--- config.mk ---
export PLATFORM = sky130hd
export DESIGN_NAME = servo_pan_sweep_controller
export DESIGN_NICKNAME = d
export VERILOG_FILES = /design/src/hdl/spsc_pkg.sv /design/src/hdl/spsc_divider.sv /design/src/hdl/servo_pan_sweep_controller.sv
export SDC_FILE = /design/constraint.sdc
export NUM_CORES = 1
export LEC_CHECK = 0
export ABC_CLOCK_PERIOD_IN_PS = 13720
export BUFFER_PORTS_ARGS = -buffer_cell sky130_fd_sc_hd__buf_2
export CAP_MARGIN = 20
export CORE_MARGIN = 10
export CORE_UTILIZATION = 45
export CTS_BUF_LIST = sky130_fd_sc_hd__clkbuf_16
export DETAILED_ROUTE_END_ITERATION = 10
export PLACE_DENSITY_LB_ADDON = 0.2
export SYNTH_ARGS = -nofsm -noshare
export SYNTH_HDL_FRONTEND = slang
export SYNTH_SLANG_ARGS = --single-unit
export TNS_END_PERCENT = 1
--- constraint.sdc ---
create_clock -name clk -period 13.72 [get_ports clk]
set_clock_uncertainty 0.05 [all_clocks]
set_input_delay 0 -clock clk [delete_from_list [all_inputs] [get_ports clk]]
set_output_delay 0 -clock clk [all_outputs]
set_load 0.03 [all_outputs]
--- src/hdl/spsc_pkg.sv ---
// ----------------------------------------------------------------------------
// spsc_pkg
// Shared widths, key codes, limits and interface structs for the servo pan
// sweep controller and its shared divide unit.
// ----------------------------------------------------------------------------
package spsc_pkg;

  // stream payload widths
  localparam int KEY_W      = 8;
  localparam int NOW_W      = 32;
  localparam int S_DATA_W   = 40;
  localparam int ANGLE_W    = 8;
  localparam int LED_W      = 11;
  localparam int M_DATA_W   = 24;
  localparam int OUT_PAD_W  = M_DATA_W - ANGLE_W - LED_W;

  // stored tick width, equal to the now_ms width, so all bits of now_ms take part
  localparam int TICK_W     = 32;

  // sweep period and divide unit widths
  localparam int PERIOD_W   = 15;
  localparam int DIVIDEND_W = 21;
  localparam int QUOT_W     = 7;
  localparam int POS_W      = 4;

  // key codes
  localparam logic [KEY_W-1:0] KEY_NEXT  = 8'h6E;
  localparam logic [KEY_W-1:0] KEY_PREV  = 8'h70;
  localparam logic [KEY_W-1:0] KEY_METRO = 8'h6D;
  localparam logic [KEY_W-1:0] KEY_PLUS  = 8'h2B;
  localparam logic [KEY_W-1:0] KEY_MINUS = 8'h2D;

  // manual stepping
  localparam logic signed [ANGLE_W-1:0] ANGLE_STEP = 8'sd10;
  localparam logic signed [ANGLE_W-1:0] ANGLE_MAX  = 8'sd70;
  localparam logic signed [ANGLE_W-1:0] ANGLE_MIN  = -8'sd70;

  // sweep period limits
  localparam logic [PERIOD_W-1:0] PERIOD_STEP  = 15'd1000;
  localparam logic [PERIOD_W-1:0] PERIOD_MIN   = 15'd2000;
  localparam logic [PERIOD_W-1:0] PERIOD_MAX   = 15'd20000;
  localparam logic [PERIOD_W-1:0] PERIOD_LOWER = 15'd3000;

  // sweep amplitude and led scaling
  localparam logic signed [ANGLE_W-1:0] SWEEP_HALF = 8'sd40;
  localparam logic [PERIOD_W-1:0]       LED_MAN_DIV = 15'd14;
  localparam int                        LED_MET_SHIFT = 3;
  localparam logic [POS_W-1:0]          POS_LAST = 4'd10;

  typedef struct packed {
    logic                  start;
    logic [DIVIDEND_W-1:0] dividend;
    logic [PERIOD_W-1:0]   divisor;
  } div_req_t;

  typedef struct packed {
    logic              busy;
    logic              done;
    logic [QUOT_W-1:0] quotient;
  } div_rsp_t;

endpackage

--- src/hdl/spsc_divider.sv ---
// ----------------------------------------------------------------------------
// spsc_divider
// Restoring divider, one compare and subtract per cycle, producing a quotient
// that is known to fit QUOT_W bits.
// ----------------------------------------------------------------------------
module spsc_divider (
  input  logic                clk,
  input  logic                rst,
  input  spsc_pkg::div_req_t  req,
  output spsc_pkg::div_rsp_t  rsp
);
  import spsc_pkg::*;

  localparam int CNT_W = $clog2(QUOT_W);

  logic                  busy;
  logic                  done;
  logic [CNT_W-1:0]      cnt;
  logic [DIVIDEND_W-1:0] rem;
  logic [DIVIDEND_W-1:0] dsh;
  logic [QUOT_W-1:0]     quot;
  logic                  ge;

  assign ge = (rem >= dsh);

  always_ff @(posedge clk) begin
    if (rst) begin
      busy <= 1'b0;
      done <= 1'b0;
    end else begin
      done <= 1'b0;
      if (req.start) begin
        busy <= 1'b1;
        cnt  <= CNT_W'(QUOT_W - 1);
        rem  <= req.dividend;
        // divisor aligned to the top quotient bit
        dsh  <= DIVIDEND_W'(req.divisor) << (QUOT_W - 1);
        quot <= '0;
      end else if (busy) begin
        if (ge) begin
          rem <= rem - dsh;
        end
        quot <= {quot[QUOT_W-2:0], ge};
        dsh  <= dsh >> 1;
        cnt  <= cnt - CNT_W'(1);
        if (cnt == '0) begin
          busy <= 1'b0;
          done <= 1'b1;
        end
      end
    end
  end

  assign rsp.busy     = busy;
  assign rsp.done     = done;
  assign rsp.quotient = quot;

endmodule

--- src/hdl/servo_pan_sweep_controller.sv ---
// ----------------------------------------------------------------------------
// servo_pan_sweep_controller
// Per loop pass: key handling, manual stepping or metronome sweep, and the
// one-hot led bar position.
// ----------------------------------------------------------------------------
// One transaction in gives one transaction out. A pass runs from acceptance
// to the next s_tready through these steps: take the key, the elapsed tick
// subtract, form the sweep dividend, the shared restoring divider (seven
// quotient steps plus completion) and the write of the result register. The
// divider serves both the sweep fraction 80*remaining/period and the manual
// led position (angle+70)/14. The result register lets the next pass start
// while a result still waits on m_tready; a pass only stalls in its last
// step if the previous result is untaken.
module servo_pan_sweep_controller (
  input  logic                          clk,
  input  logic                          rst,
  input  logic                          s_tvalid,
  output logic                          s_tready,
  // key_code [7:0], now_ms [39:8]
  input  logic [spsc_pkg::S_DATA_W-1:0] s_tdata,
  output logic                          m_tvalid,
  input  logic                          m_tready,
  // pan_angle [7:0], led_pattern [18:8], zero [23:19]
  output logic [spsc_pkg::M_DATA_W-1:0] m_tdata
);
  import spsc_pkg::*;

  localparam logic [2:0] S_IDLE = 3'd0;
  localparam logic [2:0] S_SUB  = 3'd1;
  localparam logic [2:0] S_CALC = 3'd2;
  localparam logic [2:0] S_DIV  = 3'd3;
  localparam logic [2:0] S_FIN  = 3'd4;

  logic [2:0] state;

  logic                      manual_mode;
  logic signed [ANGLE_W-1:0] angle;
  logic                      sweep_dir;
  logic [PERIOD_W-1:0]       sweep_period;
  logic [TICK_W-1:0]         period_start;
  logic [TICK_W-1:0]         tick;
  logic [TICK_W-1:0]         elapsed;
  logic                      tick_before;

  logic [ANGLE_W-1:0]        out_angle;
  logic [LED_W-1:0]          out_led;

  logic [KEY_W-1:0]          in_key;
  logic [NOW_W-1:0]          in_now;
  logic [TICK_W:0]           diff;
  logic                      flip;
  logic [PERIOD_W-1:0]       rem;
  logic [DIVIDEND_W-1:0]     met_dividend;
  logic [ANGLE_W-1:0]        man_sum;
  logic signed [ANGLE_W-1:0] mag;
  logic signed [ANGLE_W-1:0] met_angle;
  logic [ANGLE_W-1:0]        met_sum;
  logic [POS_W-1:0]          pos_raw;
  logic [POS_W-1:0]          pos;
  logic                      out_free;

  div_req_t div_req;
  div_rsp_t div_rsp;

  assign in_key = s_tdata[KEY_W-1:0];
  assign in_now = s_tdata[KEY_W +: NOW_W];

  assign s_tready = (state == S_IDLE);
  assign out_free = !m_tvalid || m_tready;

  // borrow bit marks a tick before the period start
  assign diff = {1'b0, tick} - {1'b0, period_start};

  always_comb begin
    flip = !tick_before && (elapsed > TICK_W'(sweep_period));
    if (flip || tick_before) begin
      rem = sweep_period;
    end else begin
      rem = sweep_period - PERIOD_W'(elapsed);
    end
    // rem * 80 as two shifted terms
    met_dividend = (DIVIDEND_W'(rem) << 6) + (DIVIDEND_W'(rem) << 4);
    man_sum      = ANGLE_W'(angle + ANGLE_MAX);
  end

  always_comb begin
    div_req.start = (state == S_CALC);
    if (manual_mode) begin
      div_req.dividend = DIVIDEND_W'(man_sum);
      div_req.divisor  = LED_MAN_DIV;
    end else begin
      div_req.dividend = met_dividend;
      div_req.divisor  = sweep_period;
    end
  end

  spsc_divider u_div (
    .clk (clk),
    .rst (rst),
    .req (div_req),
    .rsp (div_rsp)
  );

  always_comb begin
    mag       = $signed({1'b0, div_rsp.quotient}) - SWEEP_HALF;
    met_angle = sweep_dir ? -mag : mag;
    met_sum   = ANGLE_W'(met_angle + SWEEP_HALF);
    if (manual_mode) begin
      pos_raw = div_rsp.quotient[POS_W-1:0];
    end else begin
      pos_raw = met_sum[LED_MET_SHIFT +: POS_W];
    end
    pos = (pos_raw > POS_LAST) ? POS_LAST : pos_raw;
  end

  always_ff @(posedge clk) begin
    if (rst) begin
      state        <= S_IDLE;
      manual_mode  <= 1'b0;
      angle        <= '0;
      sweep_dir    <= 1'b0;
      sweep_period <= PERIOD_MIN;
      period_start <= '0;
      m_tvalid     <= 1'b0;
    end else begin
      if (state == S_FIN && out_free) begin
        m_tvalid <= 1'b1;
      end else if (m_tready) begin
        m_tvalid <= 1'b0;
      end
      case (state)
        S_IDLE: begin
          if (s_tvalid) begin
            tick  <= TICK_W'(in_now);
            state <= S_SUB;
            case (in_key)
              KEY_NEXT: begin
                if (manual_mode) begin
                  angle <= (angle < ANGLE_MIN + ANGLE_STEP) ? ANGLE_MIN
                                                            : angle - ANGLE_STEP;
                end else begin
                  manual_mode <= 1'b1;
                end
              end
              KEY_PREV: begin
                angle <= (angle > ANGLE_MAX - ANGLE_STEP) ? ANGLE_MAX
                                                          : angle + ANGLE_STEP;
              end
              KEY_METRO: begin
                manual_mode  <= 1'b0;
                period_start <= TICK_W'(in_now);
              end
              KEY_PLUS: begin
                sweep_period <= (sweep_period > PERIOD_MAX - PERIOD_STEP) ? PERIOD_MAX
                                : sweep_period + PERIOD_STEP;
              end
              KEY_MINUS: begin
                sweep_period <= (sweep_period < PERIOD_LOWER) ? PERIOD_MIN
                                : sweep_period - PERIOD_STEP;
              end
              default: begin
              end
            endcase
          end
        end
        S_SUB: begin
          elapsed     <= diff[TICK_W-1:0];
          tick_before <= diff[TICK_W];
          state       <= S_CALC;
        end
        S_CALC: begin
          if (!manual_mode && flip) begin
            sweep_dir    <= !sweep_dir;
            period_start <= tick;
          end
          state <= S_DIV;
        end
        S_DIV: begin
          if (div_rsp.done) begin
            state <= S_FIN;
          end
        end
        S_FIN: begin
          if (out_free) begin
            if (!manual_mode) begin
              angle     <= met_angle;
              out_angle <= met_angle;
            end else begin
              out_angle <= angle;
            end
            out_led <= LED_W'(1) << pos;
            state   <= S_IDLE;
          end
        end
        default: begin
          state <= S_IDLE;
        end
      endcase
    end
  end

  assign m_tdata = {{OUT_PAD_W{1'b0}}, out_led, out_angle};

  // divider runs only while a pass is in flight
  a_div_idle: assert property (@(posedge clk) disable iff (rst)
    s_tready |-> !div_rsp.busy)
    else $error("divider busy while accepting input");

  a_done_in_div: assert property (@(posedge clk) disable iff (rst)
    div_rsp.done |-> (state == S_DIV))
    else $error("divider completion outside divide wait");

  a_led_onehot: assert property (@(posedge clk) disable iff (rst)
    m_tvalid |-> $onehot(out_led))
    else $error("led pattern not one-hot");

  a_angle_range: assert property (@(posedge clk) disable iff (rst)
    m_tvalid |-> ($signed(out_angle) >= ANGLE_MIN && $signed(out_angle) <= ANGLE_MAX))
    else $error("pan angle out of range");

endmodule

== Yosys cells after proc, flatten, opt, wreduce, memory -nomap -nowiden ==
Cells that the tools add are included.
Storage, ports and cells
  flip-flop bits (word level): 199
  latch bits: 0
  RAM bits: 0
  ROM bits: 0
  bits of input ports: 44
  output and inout bits: 26
  logic and storage cells: 126
  memories: 0
Cells by class
  $add $sub $neg: 13
  multipliers: 0
  div/mod/pow operators: 0
  magnitude comparators: 7
  equal/unequal tests: 16
  shifts and indexed selects: 1
  mux-type cells: 38
  bitwise operators: 2
  reduce and logical (&&, ||, !) cells: 30
Operator list (number)
  two-way mux 21 bit: 5
  two-way mux 32 bit: 3
  case mux 32 bit (2 select lines): 1
  two-way mux 8 bit: 7
  two-way mux 15 bit: 3
  two-way mux 36 bit: 1
  subtractor 32 x 32 -> 33 bit: 1
  > comparator 32 x 15 -> 1 bit: 1
  case mux 8 bit (2 select lines): 2
  case mux 15 bit (2 select lines): 1
  equality test 8 x 7 -> 1 bit, second input constant: 3
  adder 21 x 19 -> 21 bit: 1
  >= comparator 21 bit: 1
  subtractor 21 bit: 1
  AND reduction 3 bit: 6
  equality test 8 x 6 -> 1 bit, second input constant: 2
  adder 15 x 10 -> 15 bit, second input constant: 1
  > comparator 15 bit, second input constant: 1
  less-than comparator 15 x 12 -> 1 bit, second input constant: 1
  case mux 3 bit (5 select lines): 1
  subtractor 15 x 10 -> 15 bit, second input constant: 1
  subtractor 15 bit: 1
  nonzero test 2 bit: 7
  two-way mux 3 bit: 4
  other kinds (31): 51

== Logic depth before layout (Yosys ltp) ==
  word-level depth: 8
  gate-level depth with buffers: 21
  gate-level depth less buffers: 17

== By module ==
A second synthesis with hierarchy kept.
Unflattened totals
  cell total of the unflattened synthesis: 1514
  area total of the unflattened synthesis: 13539.2 µm²
By module, submodules not included
  servo_pan_sweep_controller: times used 1, cells an instance 1162, area each 10147.2 µm², sequential area each 3683.5 µm²
  spsc_divider: times used 1, cells an instance 352, area each 3392.0 µm², sequential area each 1601.5 µm²

== Worst setup path after synthesis ==
OpenSTA, ideal clock, no wires.
  kind: register -> register
  start point: register sweep_period[5]
  end point: register u_div.rem[16], data pin
  library setup time: 0.145 ns
  arrival time: 4.437 ns
  data required time: 13.525 ns
  setup slack: 9.089 ns
  cell stages (with the launch flop): 21
  buffers on the path: 3
  period minus slack after synthesis: 4.631 ns
  path through: dfxtp_1 clkbuf_1 inv_1 ha_1 a211oi_2 o221ai_1 a2111oi_2 a31oi_2 clkbuf_1 clkbuf_1 nand2_1 o21ai_0 ha_1 a21oi_1 nor3b_1 nor3b_1 o31ai_4 a31oi_1 xor2_1 or3_1 o21ai_1
On the way
  cells in the longest elaborated chain, start to end: 7
  elaborated cells between the ends (all ways): 8
  those cells by class: add/sub (2); order compare (1); mux (3); reduce/logical (2)
Ends and longest elaborated chain
  start: declaration: RTL line servo_pan_sweep_controller.sv:39  | logic [PERIOD_W-1:0] sweep_period;
  start signal: assignment: RTL line servo_pan_sweep_controller.sv:154  | sweep_period <= (sweep_period > PERIOD_MAX - PERIOD_STEP) ? PERIOD_MAX
  start signal: assignment: RTL line servo_pan_sweep_controller.sv:158  | sweep_period <= (sweep_period < PERIOD_LOWER) ? PERIOD_MIN
  > comparator 32 x 15 -> 1 bit: RTL line servo_pan_sweep_controller.sv:75  | flip = !tick_before && (elapsed > TICK_W'(sweep_period));
  logical AND 1 bit: RTL line servo_pan_sweep_controller.sv:75
  logical OR 1 bit: RTL line servo_pan_sweep_controller.sv:76  | if (flip || tick_before) begin
  two-way mux 15 bit (*): RTL line servo_pan_sweep_controller.sv:76
  adder 21 x 19 -> 21 bit (*): RTL line servo_pan_sweep_controller.sv:82  | met_dividend = (DIVIDEND_W'(rem) << 6) + (DIVIDEND_W'(rem) << 4);
  two-way mux 36 bit (*): RTL line servo_pan_sweep_controller.sv:88  | if (manual_mode) begin
  two-way mux 21 bit (*): RTL line spsc_divider.sv:32  | if (req.start) begin
  end signal: assignment: RTL line spsc_divider.sv:35  | rem <= req.dividend;
  end signal: assignment: RTL line spsc_divider.sv:41  | rem <= rem - dsh;
  end: declaration: RTL line spsc_divider.sv:19  | logic [DIVIDEND_W-1:0] rem;
Mark *: on every way between the ends. The rest lies on a longest branch, timed or not.
A chain may end at the register's enable or synchronous reset.

== Worst setup path after layout ==
Same ends and word-level chain as after synthesis.

==> results.md <==
- Post_cts resized: 0
- Largest net degree at the start of global routing: 70
- Met1 Usage GRT: 22.2%
- PwrDens: 103 nW/µm²
- First-pass GRT wire length: 49700 µm
- Slew Limit Fails: 0
- Nets@finish: 1620
- CTS Hold Bufs: 35
- Synthesized flop and latch total: 196
- WL final: 29900 µm
- R2R setup slack: 8.32 ns
- Root buffer cell: clkbuf_16
- Final Hold Vio Count: 0
- Met3 Usage GRT: 2.40%
- Setup violators final: 0
- WL per Instance: 16.1 µm
- TNS Setup: 0 ns
- HPWL Detailed: 21800 µm
- Overall power: 1.48 mW
- Design Area, Final: 14400 µm²
- Share of the yosys chip area belonging to registers: 41.2%
- Crit Reg-Reg Startpoint: sweep_period[5]
- Final Cycle Share: 39.4%
- Worst hold path type: in -> reg
- Die height: 189 µm
- Maximum clock path buffer count: 2
- Cts bufs inserted: 17
- Number of DRC markers in iteration 0: 658
- H-tree levels: 4
- Critical path type: reg -> reg
- R2R depth: 17
- Asr flop ratio synth: 0%
- VDD IR max: 0.0000800 V
- CP startpoint kind: flop
- DIE WIDTH: 189 µm
- Number of flops mapped to enable cells by yosys: 136
- Starting density of the core: 45.9%
- CP Capture Type: flop
- DR DRC count: 0
- Most Used Layer, Global Route: met2
- DR vias/cell: 5.44
- Yosys cell types: 81
- CP Capture Point: u_div.rem[16]
- Number of global-route vias before repair: 10000
- Total congestion overflow: 0
- Clock-pin transition on the worst setup and hold timing paths: 0.07 ns
- Most used DFF post-synth: edfxtp_1
- Area of the multi-input gates: 6920 µm²
- CP Max Fanout: 18
- CP Launch Point: sweep_period[5]
- Sink Count: 196
- Placed Area: 13500 µm²
- Max capacitance violation total: 0
- F_max: 0.185 GHz
- Clk_lat worst skew: 0.44 ns
- Port Buffers: 64
- R2R Path End: u_div.rem[16]
- Postcts setup bufs: 0
- Die area: 35700 µm²
- Core area: 27900 µm²
- RSZ-0062 raised after global routing: false
- Status: complete, no violations
- Met2 Usage GRT: 27.5%
- Initial antenna violation count: 0
- Syn avg cell area: 9.18 µm²
- First-pass iteration count of the detailed router: 5
- Cell row count: 61
- CP required: 13.96 ns
- Hold Worst Slack: 0.0686 ns
- Area Growth Syn to Fin: 12.5%
- Num ports: 70
- Synthesized area: 12800 µm²
- GRT Resource Usage Total: 16.6%
- Ys Warns: 0
- Diode count: 0
- Vias: 10100
- Fin crit period: 5.40 ns
- Slew headroom: 31.2%
- Slew @ Worst Pin: 1.02 ns
- Leak: 5.51 nW
- CTS tree: yes
- Final GP Congestion: 0.872
- Share of cells above drive strength 1: 9.83%
- Worst EP arrival: 5.65 ns
- Sequential standard cell area: 5290 µm²
- Antenna Nets Post-Route: 0
- Fillers: 2620
- Syn Inst Count: 1397
==> flip-flops by register name, summed over array words and instances, names as in the netlist, 7 cells and up <==
register	flops
u_div.dsh	21
tick	32
angle	8
out_angle	8
sweep_period	12
elapsed	32
out_led	11
u_div.quot	7
u_div.rem	21
period_start	32
==> report_power, final <==
| part | switching (mW) | internal, mW | leakage (nW) | total (mW) |
|---|---|---|---|---|
| Combinational | 0.178 | 0.126 | 3.51 | 0.303 |
| Clock | 0.230 | 0.252 | 0.270 | 0.481 |
| Sequential | 0.0210 | 0.679 | 1.73 | 0.700 |
==> how the worst min path moves through the flow <==
stage / startpoint / to / slack, ns / cells after the start
4_1_cts: s_tdata[0] / sweep_period[7] / 0.05 / 5
3_3_place_gp: s_tdata[24] / tick[16] / 0.14 / 1
3_5_place_dp: s_tdata[25] / tick[17] / 0.14 / 1
6_report: s_tdata[0] / sweep_period[7] / 0.07 / 5
2_1_floorplan: s_tdata[8] / tick[0] / 0.05 / 0
5_1_grt: s_tdata[0] / sweep_period[7] / 0.09 / 5
==> layout make-up <==
type / count / share of cell area (%)
multi-input combinational: 1033 / 47.9
timing repair buffer: 114 / 5.41
clock buffer: 17 / 2.95
sequential: 196 / 36.6
clock inverter: 15 / 0.911
tap: 378 / 3.28
inverter: 111 / 2.89
==> placed cells by master, fill, tap and decap left out, types with 57 or more instances in the layout <==
cell type | synthesis | routed
a21oi_1 | 93 | 92
buf_2 | 4 | 65
dfxtp_1 | 60 | 60
edfxtp_1 | 136 | 136
ha_1 | 101 | 101
inv_1 | 111 | 113
nand2_1 | 151 | 151
nor2_1 | 123 | 122
o21ai_0 | 73 | 73
xnor2_1 | 57 | 57
==> stage by stage <==
step / utilization, % / std cells / setup WS [ns]
2_1_floorplan: - / 1401 / 9.09
3_3_place_gp: 48.4 / 1796 / 8.46
3_5_place_dp: 48.4 / 1797 / 8.37
4_1_cts: 51.6 / 1864 / 8.32
5_1_grt: 51.6 / 1864 / 7.90
6_report: 51.6 / 1864 / 8.32
==> cells by family (layout without fill, tap and decap cells) <==
logic type                 Yosys count  after routing  synth area share, %
AOI/OAI and AO/OA                  374            374                 19.6
xor gates and xnor gates            93             93                 6.35
adders and majority gates          103            103                 10.2
buffers and inverters              172            257                 5.22
DFF                                196            196                 41.2
muxes                               14             14                 1.14
other                                1              5               0.0292
and+or+nand+nor                    444            444                 16.3
==> cells in the mapped netlist (all sizes together) (11+ instances only) <==
| master | number | share of area (%) |
|---|---|---|
| or3 | 11 | 0.54 |
| a211oi | 14 | 0.98 |
| buf | 11 | 0.51 |
| o211ai | 12 | 0.74 |
| xnor2 | 57 | 3.9 |
| a21oi | 96 | 3.8 |
| dfxtp | 60 | 9.4 |
| or2 | 12 | 0.59 |
| o31ai | 17 | 1.1 |
| inv | 111 | 3.2 |
| edfxtp | 136 | 32 |
| ha | 101 | 9.9 |
| o21ai | 74 | 2.9 |
| nor3 | 25 | 1.0 |
| o21a | 14 | 0.82 |
| o22ai | 16 | 0.78 |
| nand3 | 29 | 1.1 |
| clkbuf | 50 | 1.5 |
| a31oi | 16 | 0.83 |
| a21o | 23 | 1.3 |
| a311oi | 33 | 2.3 |
| nor2b | 13 | 0.63 |
| nand2 | 151 | 4.4 |
| nor2 | 123 | 3.6 |
| nand2b | 26 | 1.3 |
| xor2 | 36 | 2.5 |
==> layer usage <==
metal / share of wire, % / routed length (µm) / vias to the layer above
met1: 49 / 14600 / 4730
li1: - / - / 5188
met5: 0 / 0 / -
met4: 0.99 / 296 / 0
met2: 47 / 14000 / 197
met3: 3.5 / 1050 / 22
==> worst max-delay path, stage by stage, from the launching register on <==
cell and delay [ns]:
dfxtp_1 0.61, inv_1 0.22, ha_1 0.47, nand4_1 0.16
o221ai_1 0.30, a2111oi_2 0.13, a31oi_2 0.63, buf_4 0.34
mux2_2 0.37, ha_1 0.32, a21oi_1 0.18, nor3b_1 0.26
nor3b_1 0.40, o31ai_4 0.13, a31oi_1 0.21, xor2_1 0.08
or3_1 0.31, o21ai_1 0.07
Power figures use the tool's default switching activity.
